--- src/hdl/bbs_pkg.sv ---
// Shared constants, codes and inter-module request/response types for the BBS generator.
`default_nettype none
package bbs_pkg;

  localparam int PRIME_BITS_DEF = 32;
  localparam int MAX_RUN_DEF    = 64;
  localparam int WORD_W         = 64;
  localparam int HALF_W         = WORD_W / 2;
  localparam int CFG_IDX_W      = 2;
  localparam int MODE_W         = 2;
  localparam int COUNT_W        = 7;
  localparam int VALUE_W        = 8;
  localparam int STATUS_W       = 2;

  localparam logic [CFG_IDX_W-1:0] REG_PRIME_P = 2'd0;
  localparam logic [CFG_IDX_W-1:0] REG_PRIME_Q = 2'd1;
  localparam logic [CFG_IDX_W-1:0] REG_SEED    = 2'd2;

  localparam logic [MODE_W-1:0] MODE_RESTART = 2'd0;
  localparam logic [MODE_W-1:0] MODE_BITS    = 2'd1;
  localparam logic [MODE_W-1:0] MODE_BYTES   = 2'd2;
  localparam logic [MODE_W-1:0] MODE_NONE    = 2'd3;

  localparam logic [STATUS_W-1:0] STAT_OK        = 2'd0;
  localparam logic [STATUS_W-1:0] STAT_BAD_PRIME = 2'd1;
  localparam logic [STATUS_W-1:0] STAT_BAD_SEED  = 2'd2;
  localparam logic [STATUS_W-1:0] STAT_NOT_START = 2'd3;

  typedef struct packed {
    logic              start;
    logic [WORD_W-1:0] base;
    logic [WORD_W-1:0] modulus;
  } mm_req_t;

  typedef struct packed {
    logic              done;
    logic [WORD_W-1:0] result;
  } mm_rsp_t;

  typedef struct packed {
    logic              start;
    logic [WORD_W-1:0] x;
    logic [WORD_W-1:0] y;
  } gcd_req_t;

  typedef struct packed {
    logic done;
    logic coprime;
  } gcd_rsp_t;

endpackage
`default_nettype wire

--- src/hdl/bbs_stream_if.sv ---
// Valid/ready channel interfaces for request and result transactions.
`default_nettype none
interface bbs_in_if import bbs_pkg::*; ();
  logic               valid;
  logic               ready;
  logic [MODE_W-1:0]  mode;
  logic [COUNT_W-1:0] count;
  modport source (output valid, output mode, output count, input ready);
  modport sink   (input valid, input mode, input count, output ready);
endinterface

interface bbs_out_if import bbs_pkg::*; ();
  logic                valid;
  logic                ready;
  logic [VALUE_W-1:0]  value;
  logic [STATUS_W-1:0] status;
  logic                last;
  modport source (output valid, output value, output status, output last, input ready);
  modport sink   (input valid, input value, input status, input last, output ready);
endinterface
`default_nettype wire

--- src/hdl/bbs_mulmod.sv ---
// Iterative modular squarer: one shared add-mod unit, double then conditional add per bit.
`default_nettype none
module bbs_mulmod import bbs_pkg::*; (
  input  wire logic    clk,
  input  wire logic    rst_n,
  input  wire mm_req_t req,
  output mm_rsp_t      rsp
);

  localparam int IDX_W = $clog2(WORD_W);

  logic              busy_r, busy_nxt;
  logic              phase_r, phase_nxt;
  logic              done_r, done_nxt;
  logic [IDX_W-1:0]  idx_r, idx_nxt;
  logic [WORD_W-1:0] acc_r, acc_nxt;
  logic [WORD_W-1:0] base_r, base_nxt;
  logic [WORD_W-1:0] mod_r, mod_nxt;
  logic [WORD_W-1:0] opnd;
  logic [WORD_W:0]   sum;
  logic [WORD_W:0]   sum_red;

  // phase 0 doubles the accumulator, phase 1 adds the base
  assign opnd    = phase_r ? base_r : acc_r;
  assign sum     = {1'b0, acc_r} + {1'b0, opnd};
  assign sum_red = (sum >= {1'b0, mod_r}) ? (sum - {1'b0, mod_r}) : sum;

  always_comb begin
    busy_nxt  = busy_r;
    phase_nxt = phase_r;
    done_nxt  = 1'b0;
    idx_nxt   = idx_r;
    acc_nxt   = acc_r;
    base_nxt  = base_r;
    mod_nxt   = mod_r;
    if (req.start) begin
      busy_nxt  = 1'b1;
      phase_nxt = 1'b0;
      idx_nxt   = IDX_W'(WORD_W - 1);
      acc_nxt   = '0;
      base_nxt  = req.base;
      mod_nxt   = req.modulus;
    end else if (busy_r) begin
      acc_nxt = sum_red[WORD_W-1:0];
      if (!phase_r && base_r[idx_r]) begin
        phase_nxt = 1'b1;
      end else begin
        phase_nxt = 1'b0;
        if (idx_r == '0) begin
          busy_nxt = 1'b0;
          done_nxt = 1'b1;
        end else begin
          idx_nxt = idx_r - IDX_W'(1);
        end
      end
    end
  end

  always_ff @(posedge clk) begin
    if (!rst_n) begin
      busy_r  <= 1'b0;
      phase_r <= 1'b0;
      done_r  <= 1'b0;
      idx_r   <= '0;
    end else begin
      busy_r  <= busy_nxt;
      phase_r <= phase_nxt;
      done_r  <= done_nxt;
      idx_r   <= idx_nxt;
    end
    acc_r  <= acc_nxt;
    base_r <= base_nxt;
    mod_r  <= mod_nxt;
  end

  assign rsp.done   = done_r;
  assign rsp.result = acc_r;

endmodule
`default_nettype wire

--- src/hdl/bbs_gcd.sv ---
// Iterative binary GCD, reports whether two nonzero words, at least one of them odd, are coprime.
`default_nettype none
module bbs_gcd import bbs_pkg::*; (
  input  wire logic     clk,
  input  wire logic     rst_n,
  input  wire gcd_req_t req,
  output gcd_rsp_t      rsp
);

  logic              busy_r, busy_nxt;
  logic              done_r, done_nxt;
  logic              coprime_r, coprime_nxt;
  logic [WORD_W-1:0] a_r, a_nxt;
  logic [WORD_W-1:0] b_r, b_nxt;
  logic              a_gt_b;
  logic [WORD_W-1:0] diff;

  assign a_gt_b = a_r > b_r;
  assign diff   = a_gt_b ? (a_r - b_r) : (b_r - a_r);

  always_comb begin
    busy_nxt    = busy_r;
    done_nxt    = 1'b0;
    coprime_nxt = coprime_r;
    a_nxt       = a_r;
    b_nxt       = b_r;
    if (req.start) begin
      busy_nxt = 1'b1;
      a_nxt    = req.x;
      b_nxt    = req.y;
    end else if (busy_r) begin
      if (a_r == b_r) begin
        busy_nxt    = 1'b0;
        done_nxt    = 1'b1;
        coprime_nxt = (a_r == WORD_W'(1));
      end else if (!a_r[0]) begin
        a_nxt = a_r >> 1;
      end else if (!b_r[0]) begin
        b_nxt = b_r >> 1;
      end else if (a_gt_b) begin
        a_nxt = diff;
      end else begin
        b_nxt = diff;
      end
    end
  end

  always_ff @(posedge clk) begin
    if (!rst_n) begin
      busy_r    <= 1'b0;
      done_r    <= 1'b0;
      coprime_r <= 1'b0;
    end else begin
      busy_r    <= busy_nxt;
      done_r    <= done_nxt;
      coprime_r <= coprime_nxt;
    end
    a_r <= a_nxt;
    b_r <= b_nxt;
  end

  assign rsp.done    = done_r;
  assign rsp.coprime = coprime_r;

endmodule
`default_nettype wire

--- src/hdl/bbs_modular_squaring_prng.sv ---
// Blum Blum Shub generator: sequencer, config registers and output register.
// Each squaring mod N runs in the shared add-mod unit: a doubling per bit, plus an add per set bit.
// A bit result costs one squaring; a byte result costs eight squarings.
// Restart: prime and seed checks, a binary GCD, then one squaring.
// One request at a time; in_ready is high only while the sequencer is idle.
// Synchronous active-low reset clears registers, state and started; no clearing pass.
`default_nettype none
module bbs_modular_squaring_prng import bbs_pkg::*; #(
  parameter int PRIME_BITS = PRIME_BITS_DEF,
  parameter int MAX_RUN    = MAX_RUN_DEF
) (
  input  wire logic                 clk,
  input  wire logic                 rst_n,
  bbs_in_if.sink                    in_ch,
  bbs_out_if.source                 out_ch,
  input  wire logic                 cfg_we,
  input  wire logic [CFG_IDX_W-1:0] cfg_index,
  input  wire logic [WORD_W-1:0]    cfg_wdata
);

  localparam int RUN_W = $clog2(MAX_RUN + 1);

  localparam logic [3:0] ST_IDLE = 4'd0;
  localparam logic [3:0] ST_PQ   = 4'd1;
  localparam logic [3:0] ST_SEED = 4'd2;
  localparam logic [3:0] ST_GCD  = 4'd3;
  localparam logic [3:0] ST_SQR  = 4'd4;
  localparam logic [3:0] ST_GEN  = 4'd5;
  localparam logic [3:0] ST_GENW = 4'd6;
  localparam logic [3:0] ST_EMIT = 4'd7;

  logic [PRIME_BITS-1:0] p_r, q_r;
  logic [WORD_W-1:0]     seed_r;

  logic [3:0]          state_r, state_nxt;
  logic                started_r, started_nxt;
  logic [WORD_W-1:0]   residue_r, residue_nxt;
  logic [WORD_W-1:0]   modulus_r, modulus_nxt;
  logic [WORD_W-1:0]   pq_r, pq_nxt;
  logic [MODE_W-1:0]   mode_r, mode_nxt;
  logic [RUN_W-1:0]    rem_r, rem_nxt;
  logic [2:0]          bit_cnt_r, bit_cnt_nxt;
  logic [VALUE_W-1:0]  byte_r, byte_nxt;
  logic [VALUE_W-1:0]  res_value_r, res_value_nxt;
  logic [STATUS_W-1:0] res_status_r, res_status_nxt;
  logic                res_last_r, res_last_nxt;
  logic                out_valid_r, out_valid_nxt;
  logic [VALUE_W-1:0]  out_value_r;
  logic [STATUS_W-1:0] out_status_r;
  logic                out_last_r;

  logic [HALF_W-1:0]  p_ext, q_ext;
  logic [WORD_W-1:0]  pq_prod;
  logic [RUN_W-1:0]   run_len;
  logic [VALUE_W-1:0] byte_shift;
  logic               in_fire, out_load;
  mm_req_t            mm_req;
  mm_rsp_t            mm_rsp;
  gcd_req_t           gcd_req;
  gcd_rsp_t           gcd_rsp;

  always_ff @(posedge clk) begin
    if (!rst_n) begin
      p_r    <= '0;
      q_r    <= '0;
      seed_r <= '0;
    end else if (cfg_we) begin
      case (cfg_index)
        REG_PRIME_P: p_r    <= cfg_wdata[PRIME_BITS-1:0];
        REG_PRIME_Q: q_r    <= cfg_wdata[PRIME_BITS-1:0];
        REG_SEED:    seed_r <= cfg_wdata;
        default:     ;
      endcase
    end
  end

  assign p_ext   = HALF_W'(p_r);
  assign q_ext   = HALF_W'(q_r);
  assign pq_prod = {{HALF_W{1'b0}}, p_ext} * {{HALF_W{1'b0}}, q_ext};

  // zero counts as one, saturate at the run limit
  always_comb begin
    if (in_ch.count == '0) begin
      run_len = RUN_W'(1);
    end else if (in_ch.count > COUNT_W'(MAX_RUN)) begin
      run_len = RUN_W'(MAX_RUN);
    end else begin
      run_len = RUN_W'(in_ch.count);
    end
  end

  assign in_ch.ready = (state_r == ST_IDLE);
  assign in_fire     = in_ch.valid && in_ch.ready;
  assign out_load    = (state_r == ST_EMIT) && (!out_valid_r || out_ch.ready);
  assign byte_shift  = {byte_r[VALUE_W-2:0], mm_rsp.result[0]};

  assign gcd_req.start = (state_r == ST_SEED) && (seed_r != '0) && (seed_r < pq_r);
  assign gcd_req.x     = seed_r;
  assign gcd_req.y     = pq_r;

  always_comb begin
    mm_req.start   = 1'b0;
    mm_req.base    = residue_r;
    mm_req.modulus = modulus_r;
    if (state_r == ST_GCD) begin
      mm_req.start   = gcd_rsp.done && gcd_rsp.coprime;
      mm_req.base    = seed_r;
      mm_req.modulus = pq_r;
    end else if (state_r == ST_GEN) begin
      mm_req.start = 1'b1;
    end
  end

  always_comb begin
    state_nxt      = state_r;
    started_nxt    = started_r;
    residue_nxt    = residue_r;
    modulus_nxt    = modulus_r;
    pq_nxt         = pq_r;
    mode_nxt       = mode_r;
    rem_nxt        = rem_r;
    bit_cnt_nxt    = bit_cnt_r;
    byte_nxt       = byte_r;
    res_value_nxt  = res_value_r;
    res_status_nxt = res_status_r;
    res_last_nxt   = res_last_r;
    case (state_r)
      ST_IDLE: begin
        if (in_fire) begin
          mode_nxt      = in_ch.mode;
          rem_nxt       = run_len;
          bit_cnt_nxt   = '0;
          byte_nxt      = '0;
          res_value_nxt = '0;
          res_last_nxt  = 1'b1;
          if (in_ch.mode == MODE_RESTART) begin
            if (p_r[1:0] != 2'b11 || q_r[1:0] != 2'b11) begin
              started_nxt    = 1'b0;
              res_status_nxt = STAT_BAD_PRIME;
              state_nxt      = ST_EMIT;
            end else begin
              state_nxt = ST_PQ;
            end
          end else if (in_ch.mode != MODE_NONE) begin
            if (!started_r) begin
              res_status_nxt = STAT_NOT_START;
              state_nxt      = ST_EMIT;
            end else begin
              res_status_nxt = STAT_OK;
              state_nxt      = ST_GEN;
            end
          end
        end
      end
      ST_PQ: begin
        pq_nxt    = pq_prod;
        state_nxt = ST_SEED;
      end
      ST_SEED: begin
        if (gcd_req.start) begin
          state_nxt = ST_GCD;
        end else begin
          started_nxt    = 1'b0;
          res_status_nxt = STAT_BAD_SEED;
          state_nxt      = ST_EMIT;
        end
      end
      ST_GCD: begin
        if (gcd_rsp.done) begin
          if (gcd_rsp.coprime) begin
            state_nxt = ST_SQR;
          end else begin
            started_nxt    = 1'b0;
            res_status_nxt = STAT_BAD_SEED;
            state_nxt      = ST_EMIT;
          end
        end
      end
      ST_SQR: begin
        if (mm_rsp.done) begin
          residue_nxt    = mm_rsp.result;
          modulus_nxt    = pq_r;
          started_nxt    = 1'b1;
          res_status_nxt = STAT_OK;
          state_nxt      = ST_EMIT;
        end
      end
      ST_GEN: begin
        state_nxt = ST_GENW;
      end
      ST_GENW: begin
        if (mm_rsp.done) begin
          residue_nxt  = mm_rsp.result;
          res_last_nxt = (rem_r == RUN_W'(1));
          if (mode_r == MODE_BITS) begin
            res_value_nxt = VALUE_W'(mm_rsp.result[0]);
            state_nxt     = ST_EMIT;
          end else if (bit_cnt_r == 3'd7) begin
            res_value_nxt = byte_shift;
            bit_cnt_nxt   = '0;
            byte_nxt      = '0;
            state_nxt     = ST_EMIT;
          end else begin
            byte_nxt    = byte_shift;
            bit_cnt_nxt = bit_cnt_r + 3'd1;
            state_nxt   = ST_GEN;
          end
        end
      end
      ST_EMIT: begin
        // hold the result until the output register frees up
        if (out_load) begin
          if (res_last_r) begin
            state_nxt = ST_IDLE;
          end else begin
            rem_nxt   = rem_r - RUN_W'(1);
            state_nxt = ST_GEN;
          end
        end
      end
      default: state_nxt = ST_IDLE;
    endcase
  end

  always_comb begin
    out_valid_nxt = out_valid_r;
    if (out_valid_r && out_ch.ready) begin
      out_valid_nxt = 1'b0;
    end
    if (out_load) begin
      out_valid_nxt = 1'b1;
    end
  end

  always_ff @(posedge clk) begin
    if (!rst_n) begin
      state_r     <= ST_IDLE;
      started_r   <= 1'b0;
      residue_r   <= '0;
      modulus_r   <= '0;
      out_valid_r <= 1'b0;
    end else begin
      state_r     <= state_nxt;
      started_r   <= started_nxt;
      residue_r   <= residue_nxt;
      modulus_r   <= modulus_nxt;
      out_valid_r <= out_valid_nxt;
    end
    pq_r         <= pq_nxt;
    mode_r       <= mode_nxt;
    rem_r        <= rem_nxt;
    bit_cnt_r    <= bit_cnt_nxt;
    byte_r       <= byte_nxt;
    res_value_r  <= res_value_nxt;
    res_status_r <= res_status_nxt;
    res_last_r   <= res_last_nxt;
    if (out_load) begin
      out_value_r  <= res_value_r;
      out_status_r <= res_status_r;
      out_last_r   <= res_last_r;
    end
  end

  assign out_ch.valid  = out_valid_r;
  assign out_ch.value  = out_value_r;
  assign out_ch.status = out_status_r;
  assign out_ch.last   = out_last_r;

  bbs_mulmod u_mulmod (
    .clk   (clk),
    .rst_n (rst_n),
    .req   (mm_req),
    .rsp   (mm_rsp)
  );

  bbs_gcd u_gcd (
    .clk   (clk),
    .rst_n (rst_n),
    .req   (gcd_req),
    .rsp   (gcd_rsp)
  );

endmodule
`default_nettype wire

--- src/flat_wrapper.sv ---
// flat-port wrapper written by rule: the top's interface ports become plain ports
module bbs_modular_squaring_prng_flat import bbs_pkg::*;
#(
  parameter int PRIME_BITS = PRIME_BITS_DEF,
  parameter int MAX_RUN    = MAX_RUN_DEF
)
  (clk, rst_n, cfg_we, cfg_index, cfg_wdata, in_ch_valid, in_ch_mode, in_ch_count, in_ch_ready, out_ch_valid, out_ch_value, out_ch_status, out_ch_last, out_ch_ready);
  bbs_in_if in_ch_i ();
  bbs_out_if out_ch_i ();
  input  wire logic clk;
  input  wire logic rst_n;
  input  wire logic cfg_we;
  input  wire logic [CFG_IDX_W-1:0] cfg_index;
  input  wire logic [WORD_W-1:0] cfg_wdata;
  input wire logic [$bits(in_ch_i.valid)-1:0] in_ch_valid;
  input wire logic [$bits(in_ch_i.mode)-1:0] in_ch_mode;
  input wire logic [$bits(in_ch_i.count)-1:0] in_ch_count;
  output wire logic [$bits(in_ch_i.ready)-1:0] in_ch_ready;
  output wire logic [$bits(out_ch_i.valid)-1:0] out_ch_valid;
  output wire logic [$bits(out_ch_i.value)-1:0] out_ch_value;
  output wire logic [$bits(out_ch_i.status)-1:0] out_ch_status;
  output wire logic [$bits(out_ch_i.last)-1:0] out_ch_last;
  input wire logic [$bits(out_ch_i.ready)-1:0] out_ch_ready;
  assign in_ch_i.valid = in_ch_valid;
  assign in_ch_i.mode = in_ch_mode;
  assign in_ch_i.count = in_ch_count;
  assign in_ch_ready = in_ch_i.ready;
  assign out_ch_valid = out_ch_i.valid;
  assign out_ch_value = out_ch_i.value;
  assign out_ch_status = out_ch_i.status;
  assign out_ch_last = out_ch_i.last;
  assign out_ch_i.ready = out_ch_ready;
  bbs_modular_squaring_prng #(.PRIME_BITS(PRIME_BITS), .MAX_RUN(MAX_RUN)) u_core (.clk(clk), .rst_n(rst_n), .in_ch(in_ch_i), .out_ch(out_ch_i), .cfg_we(cfg_we), .cfg_index(cfg_index), .cfg_wdata(cfg_wdata));
endmodule
--- config.mk ---
export PLATFORM = sky130hd
export DESIGN_NAME = bbs_modular_squaring_prng_flat
export DESIGN_NICKNAME = d
export VERILOG_FILES = /design/src/hdl/bbs_pkg.sv /design/src/hdl/bbs_stream_if.sv /design/src/hdl/bbs_mulmod.sv /design/src/hdl/bbs_gcd.sv /design/src/hdl/bbs_modular_squaring_prng.sv /design/src/flat_wrapper.sv
export SDC_FILE = /design/constraint.sdc
export NUM_CORES = 2
export LEC_CHECK = 0
export BUFFER_PORTS_ARGS = -buffer_cell sky130_fd_sc_hd__buf_4
export CORE_UTILIZATION = 40
export CTS_BUF_LIST = sky130_fd_sc_hd__clkbuf_4 sky130_fd_sc_hd__clkbuf_8 sky130_fd_sc_hd__clkbuf_16
export CTS_CLUSTER_DIAMETER = 80
export DETAILED_ROUTE_END_ITERATION = 16
export SKIP_LAST_GASP = 1
export SLEW_MARGIN = 30
export SYNTH_ARGS = -nofsm -noshare
export SYNTH_HDL_FRONTEND = slang
export SYNTH_SLANG_ARGS = --single-unit
--- constraint.sdc ---
create_clock -name clk -period 11.58 [get_ports clk]
set_clock_uncertainty 0.15 [all_clocks]
set_input_delay 1.737 -clock clk [delete_from_list [all_inputs] [get_ports clk]]
set_output_delay 1.737 -clock clk [all_outputs]
set_load 0.005 [all_outputs]
# After elaboration in Yosys (flattened, before gate mapping)
# Index checks and enable logic that the tools add are counted.
# word_totals
regBits	699
in_bits	80
out_inout_bits	13
wordCells	226
# classes
add_sub_neg	7
multipliers	1
magnitude_cmp	5
n_eq_ne	37
n_mux	92
n_bitwise	4
reduce_logical	47
# op_table
op	count
2-to-1 mux 64 bit	15
subtractor 64 bit	3
2-to-1 mux 128 bit	1
adder 64 x 64 -> 65 bit	1
greater-or-equal comparator 65 x 64 -> 1 bit	1
== test 64 x 1 -> 1 bit, second input constant	1
== test 64 bit	1
> comparator 64 bit	1
< comparator 64 bit	1
multiplier 32 x 32 -> 64 bit	1
nonzero test 64 bit	1
2-to-1 mux 7 bit	8
2-to-1 mux 4 bit	8
2-to-1 mux 8 bit	4
one-hot mux 4 bit (8 select lines)	1
one-hot mux 7 bit (2 select lines)	2
inequality test 2 bit, second input constant	13
2-to-1 mux 1 bit	24
2-to-1 mux 2 bit	12
2-to-1 mux 6 bit	4
2-to-1 mux 3 bit	7
AND reduction 4 bit	5
== test 4 x 3 -> 1 bit, second input constant	4
one-hot mux 8 bit (2 select lines)	1
37 further kinds	73

# Logic depth before layout (Yosys ltp)
# logic_depth
depth_word	8
depth_mapped	30
mapped_depth_nobuf	27

# Modules after synthesis
# From an unflattened synthesis, not the netlist that was laid out.
# hier_totals
cells_unflattened	9115
area_unflattened_um2	79677.7
# by_module_without_submodules
mod	instances	cells_per_inst	area_per_inst_um2
bbs_modular_squaring_prng	1	5469	49047.0
bbs_mulmod	1	1831	16261.8
bbs_gcd	1	1815	14368.8

# Worst setup path after synthesis
# No wires, ideal clock.
# synth_path
path_kind	reg2reg
from	reg u_core.q_r[2] (netlist: u_core.q_ext[2])
to	reg u_core.pq_r[61], data pin
setup_time_ps	264
t_arrival_ps	7388
required_ps	11166
path_slack_ps	3778
path_stages_with_launch	27
cell_sequence	dfxtp_1 > clkbuf_1 > and2_1 > fa_1 > inv_1 > fa_1 > fa_1 > fa_1 > inv_1 > fa_1 > inv_1 > fa_1 > inv_1 > fa_1 > fa_1 > ha_1 > and3_1 > nand4_1 > or3b_1 > a21o_1 > a21o_1 > a21oi_1 > a311o_1 > a41oi_2 > o41ai_2 > a221oi_1 > xnor2_1
# synth_via
elab_chain_len	1
# synth_lines
item	line	text
from (decl)	bbs_modular_squaring_prng.sv:32	logic [PRIME_BITS-1:0] p_r, q_r;
from (signal assigned)	bbs_modular_squaring_prng.sv:70	REG_PRIME_Q: q_r <= cfg_wdata[PRIME_BITS-1:0];
multiplier 32 x 32 -> 64 bit	bbs_modular_squaring_prng.sv:79	assign pq_prod = {{HALF_W{1'b0}}, p_ext} * {{HALF_W{1'b0}}, q_ext};
net u_core.pq_prod[61]	bbs_modular_squaring_prng.sv:53	logic [WORD_W-1:0] pq_prod;
to (signal assigned)	bbs_modular_squaring_prng.sv:249	pq_r <= pq_nxt;
to (decl)	bbs_modular_squaring_prng.sv:39	logic [WORD_W-1:0] pq_r, pq_nxt;
# The timed path passes the listed nets, and every way through them passes these cells.
# A chain may end at the register's enable or synchronous reset.

# Worst setup path in the final report
# layout_path
from	reg u_core.p_r[20] (netlist: u_core.p_ext[20])
to	reg u_core.pq_r[63], data pin
# layout_via
elab_chain_len	1
# layout_lines
item	line	text
from (decl)	bbs_modular_squaring_prng.sv:32	
from (signal assigned)	bbs_modular_squaring_prng.sv:69	REG_PRIME_P: p_r <= cfg_wdata[PRIME_BITS-1:0];
multiplier 32 x 32 -> 64 bit	bbs_modular_squaring_prng.sv:79	
net u_core.pq_prod[63]	bbs_modular_squaring_prng.sv:53	
# The timed path passes the listed nets, and every way through them passes these cells.

==> results.txt <==
The run finished with clean final reports. At the placement stage, the worst setup path has a slack of 2360 ps. The part of the cycle the worst path needs is 0.788. The analysis attributes to cell leakage a power of 38.3 nW. For the number of standard cells in the final layout excluding fillers, the log shows 11,600. Dividing total power by cell area gives a power density of 258 nW/µm². The maximum net fanout on the critical path came out at 21.

After technology mapping, the gate count stands at 9,075. For the data required time at the worst endpoint, the log shows 11,930 ps. The placed instances occupy a cell area of 82,200 µm². Leaving out fill and tap cells, the most frequent cell in the layout is sky130_fd_sc_hd__nand2_1.

Buffers added to address setup during post-CTS repair amount to 0. The first global-routing pass estimated 428,000 µm of wire. Once detailed placement completed, the half-perimeter wirelength came to 220,000 µm.

The logs give 200,000 µm² for the total die area and 85,400 µm² for the summed area of non-filler cells in the final layout. The run gives 0 ps as the total negative setup slack. After synthesis, the mean cell area works out to 8.73 µm².

The final net count was 10,400. The detail route stage leaves a number of antenna-violating nets equal to 0. The distinct cell type count after synthesis is 99, and the later-pin clock latency in the skew report is 750 ps.

Once routing completed, OpenROAD measured the worst setup slack at 2450 ps. The path class of the tightest hold or removal check is flip-flop to flip-flop. The number of gates resized after CTS was 0. The endpoint identified for the worst register-to-register timing path is u_core.pq_r[63]. Timing would allow up to 110 MHz.

The async set-reset flop share out of synthesis was 0. The total DRC errors in the routed layout is 0. The run gives 4 as the initial antenna violation count. The run gives 168 as the largest net degree at the start of global routing. In this run the count of I/O pins placed on the die edge is 93. The die outline height was 447 µm; the total number of vias was 65,400.

Count of pins over their slew limit: 0. Data arrival time of the critical path: 9480 ps. Clock-pin slew was measured on the worst setup and hold paths at 60 ps. For the number of global-route vias before repair, the log shows 66,700. The library cells used most frequently in the layout, excluding fill and tap cells, are 1,313 x sky130_fd_sc_hd__nand2_1, 1,203 x sky130_fd_sc_hd__inv_1, 900 x sky130_fd_sc_hd__fa_1, 803 x sky130_fd_sc_hd__a21oi_1, 634 x sky130_fd_sc_hd__and2_1. The relative slew slack came out at 0.257.

The vias per cell was 5.66. The die is 447 µm wide. The buffer depth of the longest clock path was 3. The path with the worst hold slack has its endpoint at u_core.out_ch.value[4].

Before antenna repair, the detailed router went through 6 iterations. The number of synthesized flops with an enable pin is 361, and the post-detailed-routing wire length is 287,000 µm. The final hold violation count is 0. The reported max-cap violation count came out at 0. The actual transition at the worst max-transition pin is 1100 ps.

TritonCTS built the clock tree. For the post-layout utilization of the core, the log shows 0.436. The post-synthesis sequential area ratio was 0.222. STA classifies the critical path endpoint as a flip-flop. The detail-routed net length per standard cell was 24.8 µm.

STA classifies the critical path startpoint as a flip-flop. The congestion estimate from routability-driven global placement came to 0.963. The number of warnings reported in the yosys synthesis log is 0, and the CTS sink count is 698. From synthesis to final layout, the design area changed by 7.86%. The most used flip-flop cell after synthesis is sky130_fd_sc_hd__edfxtp_1. The CTS H-tree depth was 3; the effective utilization at floorplan was 0.404.

Setup repair after global routing left no endpoint under its margin. Final-layout fill cell count: 19,400. After floorplanning, the core was divided into 162 placement rows. In this run the cell area of the synthesized design comes to 79,200 µm². The region available for standard cell placement spans 196,000 µm². Number of cells in the design after placement: 11,400.

Counting flops and latches in the post-synthesis netlist gives 698. Setup violations remaining at the end of the flow were counted as 0. The worst hold path begins at u_core.res_value_r[4]. The startpoint identified for the worst register-to-register timing path is u_core.p_ext[20]. The count of buffers from port buffering was 92. The worst setup path category is flip-flop to flip-flop. The time the worst path needs with I/O delays and setup was 9130 ps; the proportion of layout cells with a drive suffix above 1 was 0.0699. For the starting DRC count in detailed routing, the log shows 6,027. The post-synthesis net count came out at 10,600. The total overflow left after global routing is 0. The setup check on the worst reg-to-reg path leaves a slack of 2450 ps. The cell depth of the worst hold path works out to 0. The clock root buffer is sky130_fd_sc_hd__clkbuf_16. The number of buffers created by CTS was 90; the all-layer global routing usage was 0.285.

The number of cells on the worst reg-to-reg path is 25. Largest vdd supply drop: 197 µV. The run gives 0 as the count of hold-fix buffers inserted at cts.
[registers in the layout, summed over array words and instances (netlist names), 2 cells and up]
register,cells
u_core.out_ch.value,8
u_core.pq_r,64
u_core.byte_r,7
u_core.state_r,3
u_core.seed_r,64
u_core.rem_r,7
u_core.residue_r,64
u_core.out_ch.status,2
u_core.modulus_r,64
u_core.mode_r,2
u_core.u_mulmod.base_r,64
u_core.u_mulmod.idx_r,6
u_core.u_gcd.b_r,64
u_core.p_ext,32
u_core.u_gcd.a_r,64
u_core.res_value_r,8
u_core.u_mulmod.mod_r,64
u_core.u_mulmod.acc_r,64
u_core.res_status_r,2
u_core.bit_cnt_r,3
u_core.q_ext,32
[power by group]
| group | total, mW | internal, mW | switching (mW) | leakage [nW] |
|---|---|---|---|---|
| registers | 4.18 | 3.45 | 0.724 | 6.15 |
| logic | 14.9 | 5.37 | 9.58 | 30.6 |
| clock network | 2.95 | 1.68 | 1.28 | 1.51 |
[how the worst max path moves through the flow]
| stage | start | to | slack [ps] |
|---|---|---|---|
| detailed placement | u_core.p_ext[18] | u_core.pq_r[60] | 2360 |
| CTS | u_core.p_ext[18] | u_core.pq_r[60] | 2360 |
| global route | u_core.p_ext[20] | u_core.pq_r[63] | 2020 |
| finish | u_core.p_ext[20] | u_core.pq_r[63] | 2450 |
| global placement | u_core.p_ext[18] | u_core.pq_r[60] | 2360 |
| floorplan | u_core.q_ext[2] | u_core.pq_r[61] | 3780 |
[critical path, cell delays in order, from the launching register on]
cell	delay [ps]
sky130_fd_sc_hd__dfxtp_1	970
sky130_fd_sc_hd__buf_4	350
sky130_fd_sc_hd__and2_1	170
sky130_fd_sc_hd__fa_1	430
sky130_fd_sc_hd__fa_1	520
sky130_fd_sc_hd__inv_1	50
sky130_fd_sc_hd__fa_1	460
sky130_fd_sc_hd__fa_1	530
sky130_fd_sc_hd__inv_1	60
sky130_fd_sc_hd__fa_1	570
sky130_fd_sc_hd__fa_1	440
sky130_fd_sc_hd__fa_1	530
sky130_fd_sc_hd__inv_1	70
sky130_fd_sc_hd__fa_1	470
sky130_fd_sc_hd__inv_1	40
sky130_fd_sc_hd__ha_1	360
sky130_fd_sc_hd__nand2_1	190
sky130_fd_sc_hd__nor4_1	630
sky130_fd_sc_hd__nand4_1	160
sky130_fd_sc_hd__a21oi_1	480
sky130_fd_sc_hd__o31ai_1	250
sky130_fd_sc_hd__o21a_1	240
sky130_fd_sc_hd__o31ai_1	370
sky130_fd_sc_hd__a221oi_1	130
sky130_fd_sc_hd__o21bai_1	180
sky130_fd_sc_hd__xnor2_1	80
[synthesized netlist by cell type (all sizes together), types with 83 or more instances]
cell type	count	area share
nand2	1318	0.063
inv	1206	0.057
fa	900	0.23
a21oi	804	0.051
and2	638	0.050
ha	588	0.093
clkbuf	476	0.023
o21ai	364	0.023
edfxtp	361	0.14
nor2	351	0.017
dfxtp	337	0.085
xnor2	204	0.023
a21o	173	0.016
mux2	124	0.018
xor2	102	0.011
nand4	93	0.0073
a221oi	89	0.010
o21bai	83	0.0079
[stage by stage]
stage	total power [mW]	hold WS [ps]
floorplan	14.6	250
detailed placement	18.8	256
finish	22.1	269
global route	23.5	273
CTS	21.8	270
global placement	18.7	251
[layer usage]
layer | global-route usage | share of wire | vias up
met3 | 0.0490 | 0.070 | 592
met1 | 0.368 | 0.42 | 32800
met4 | 0.138 | 0.054 | 4
li1 | - | - | 29500
met2 | 0.462 | 0.46 | 2504
met5 | 0 | 0.00014 | -
[cell families (layout without fill, tap and decap cells)]
logic type               after synthesis  count (layout)  synth area share
AO/OA/AOI/OAI                       1868            1868             0.145
flip-flops                           698             698             0.222
XOR/XNOR                             306             306            0.0338
adder cells (fa/ha/maj)             1488            1488             0.320
AND/OR/NAND/NOR                     2802            2802             0.168
multiplexers                         168             168            0.0271
buffers and inverters               1745            1609            0.0840
other                                  0               3                 0
[final cells by class]
class / instances / area, µm² / area share
repair buffers: 234 / 1820 / 0.0213
diodes: 3 / 7.51 / 0.0000879
clock buffers: 112 / 2450 / 0.0287
flip-flops and latches: 698 / 17600 / 0.206
clock inverters: 56 / 656 / 0.00768
multi-input cells: 6632 / 55000 / 0.644
well taps: 2624 / 3280 / 0.0384
inverters: 1207 / 4540 / 0.0532
Power figures use the tool's default switching activity.
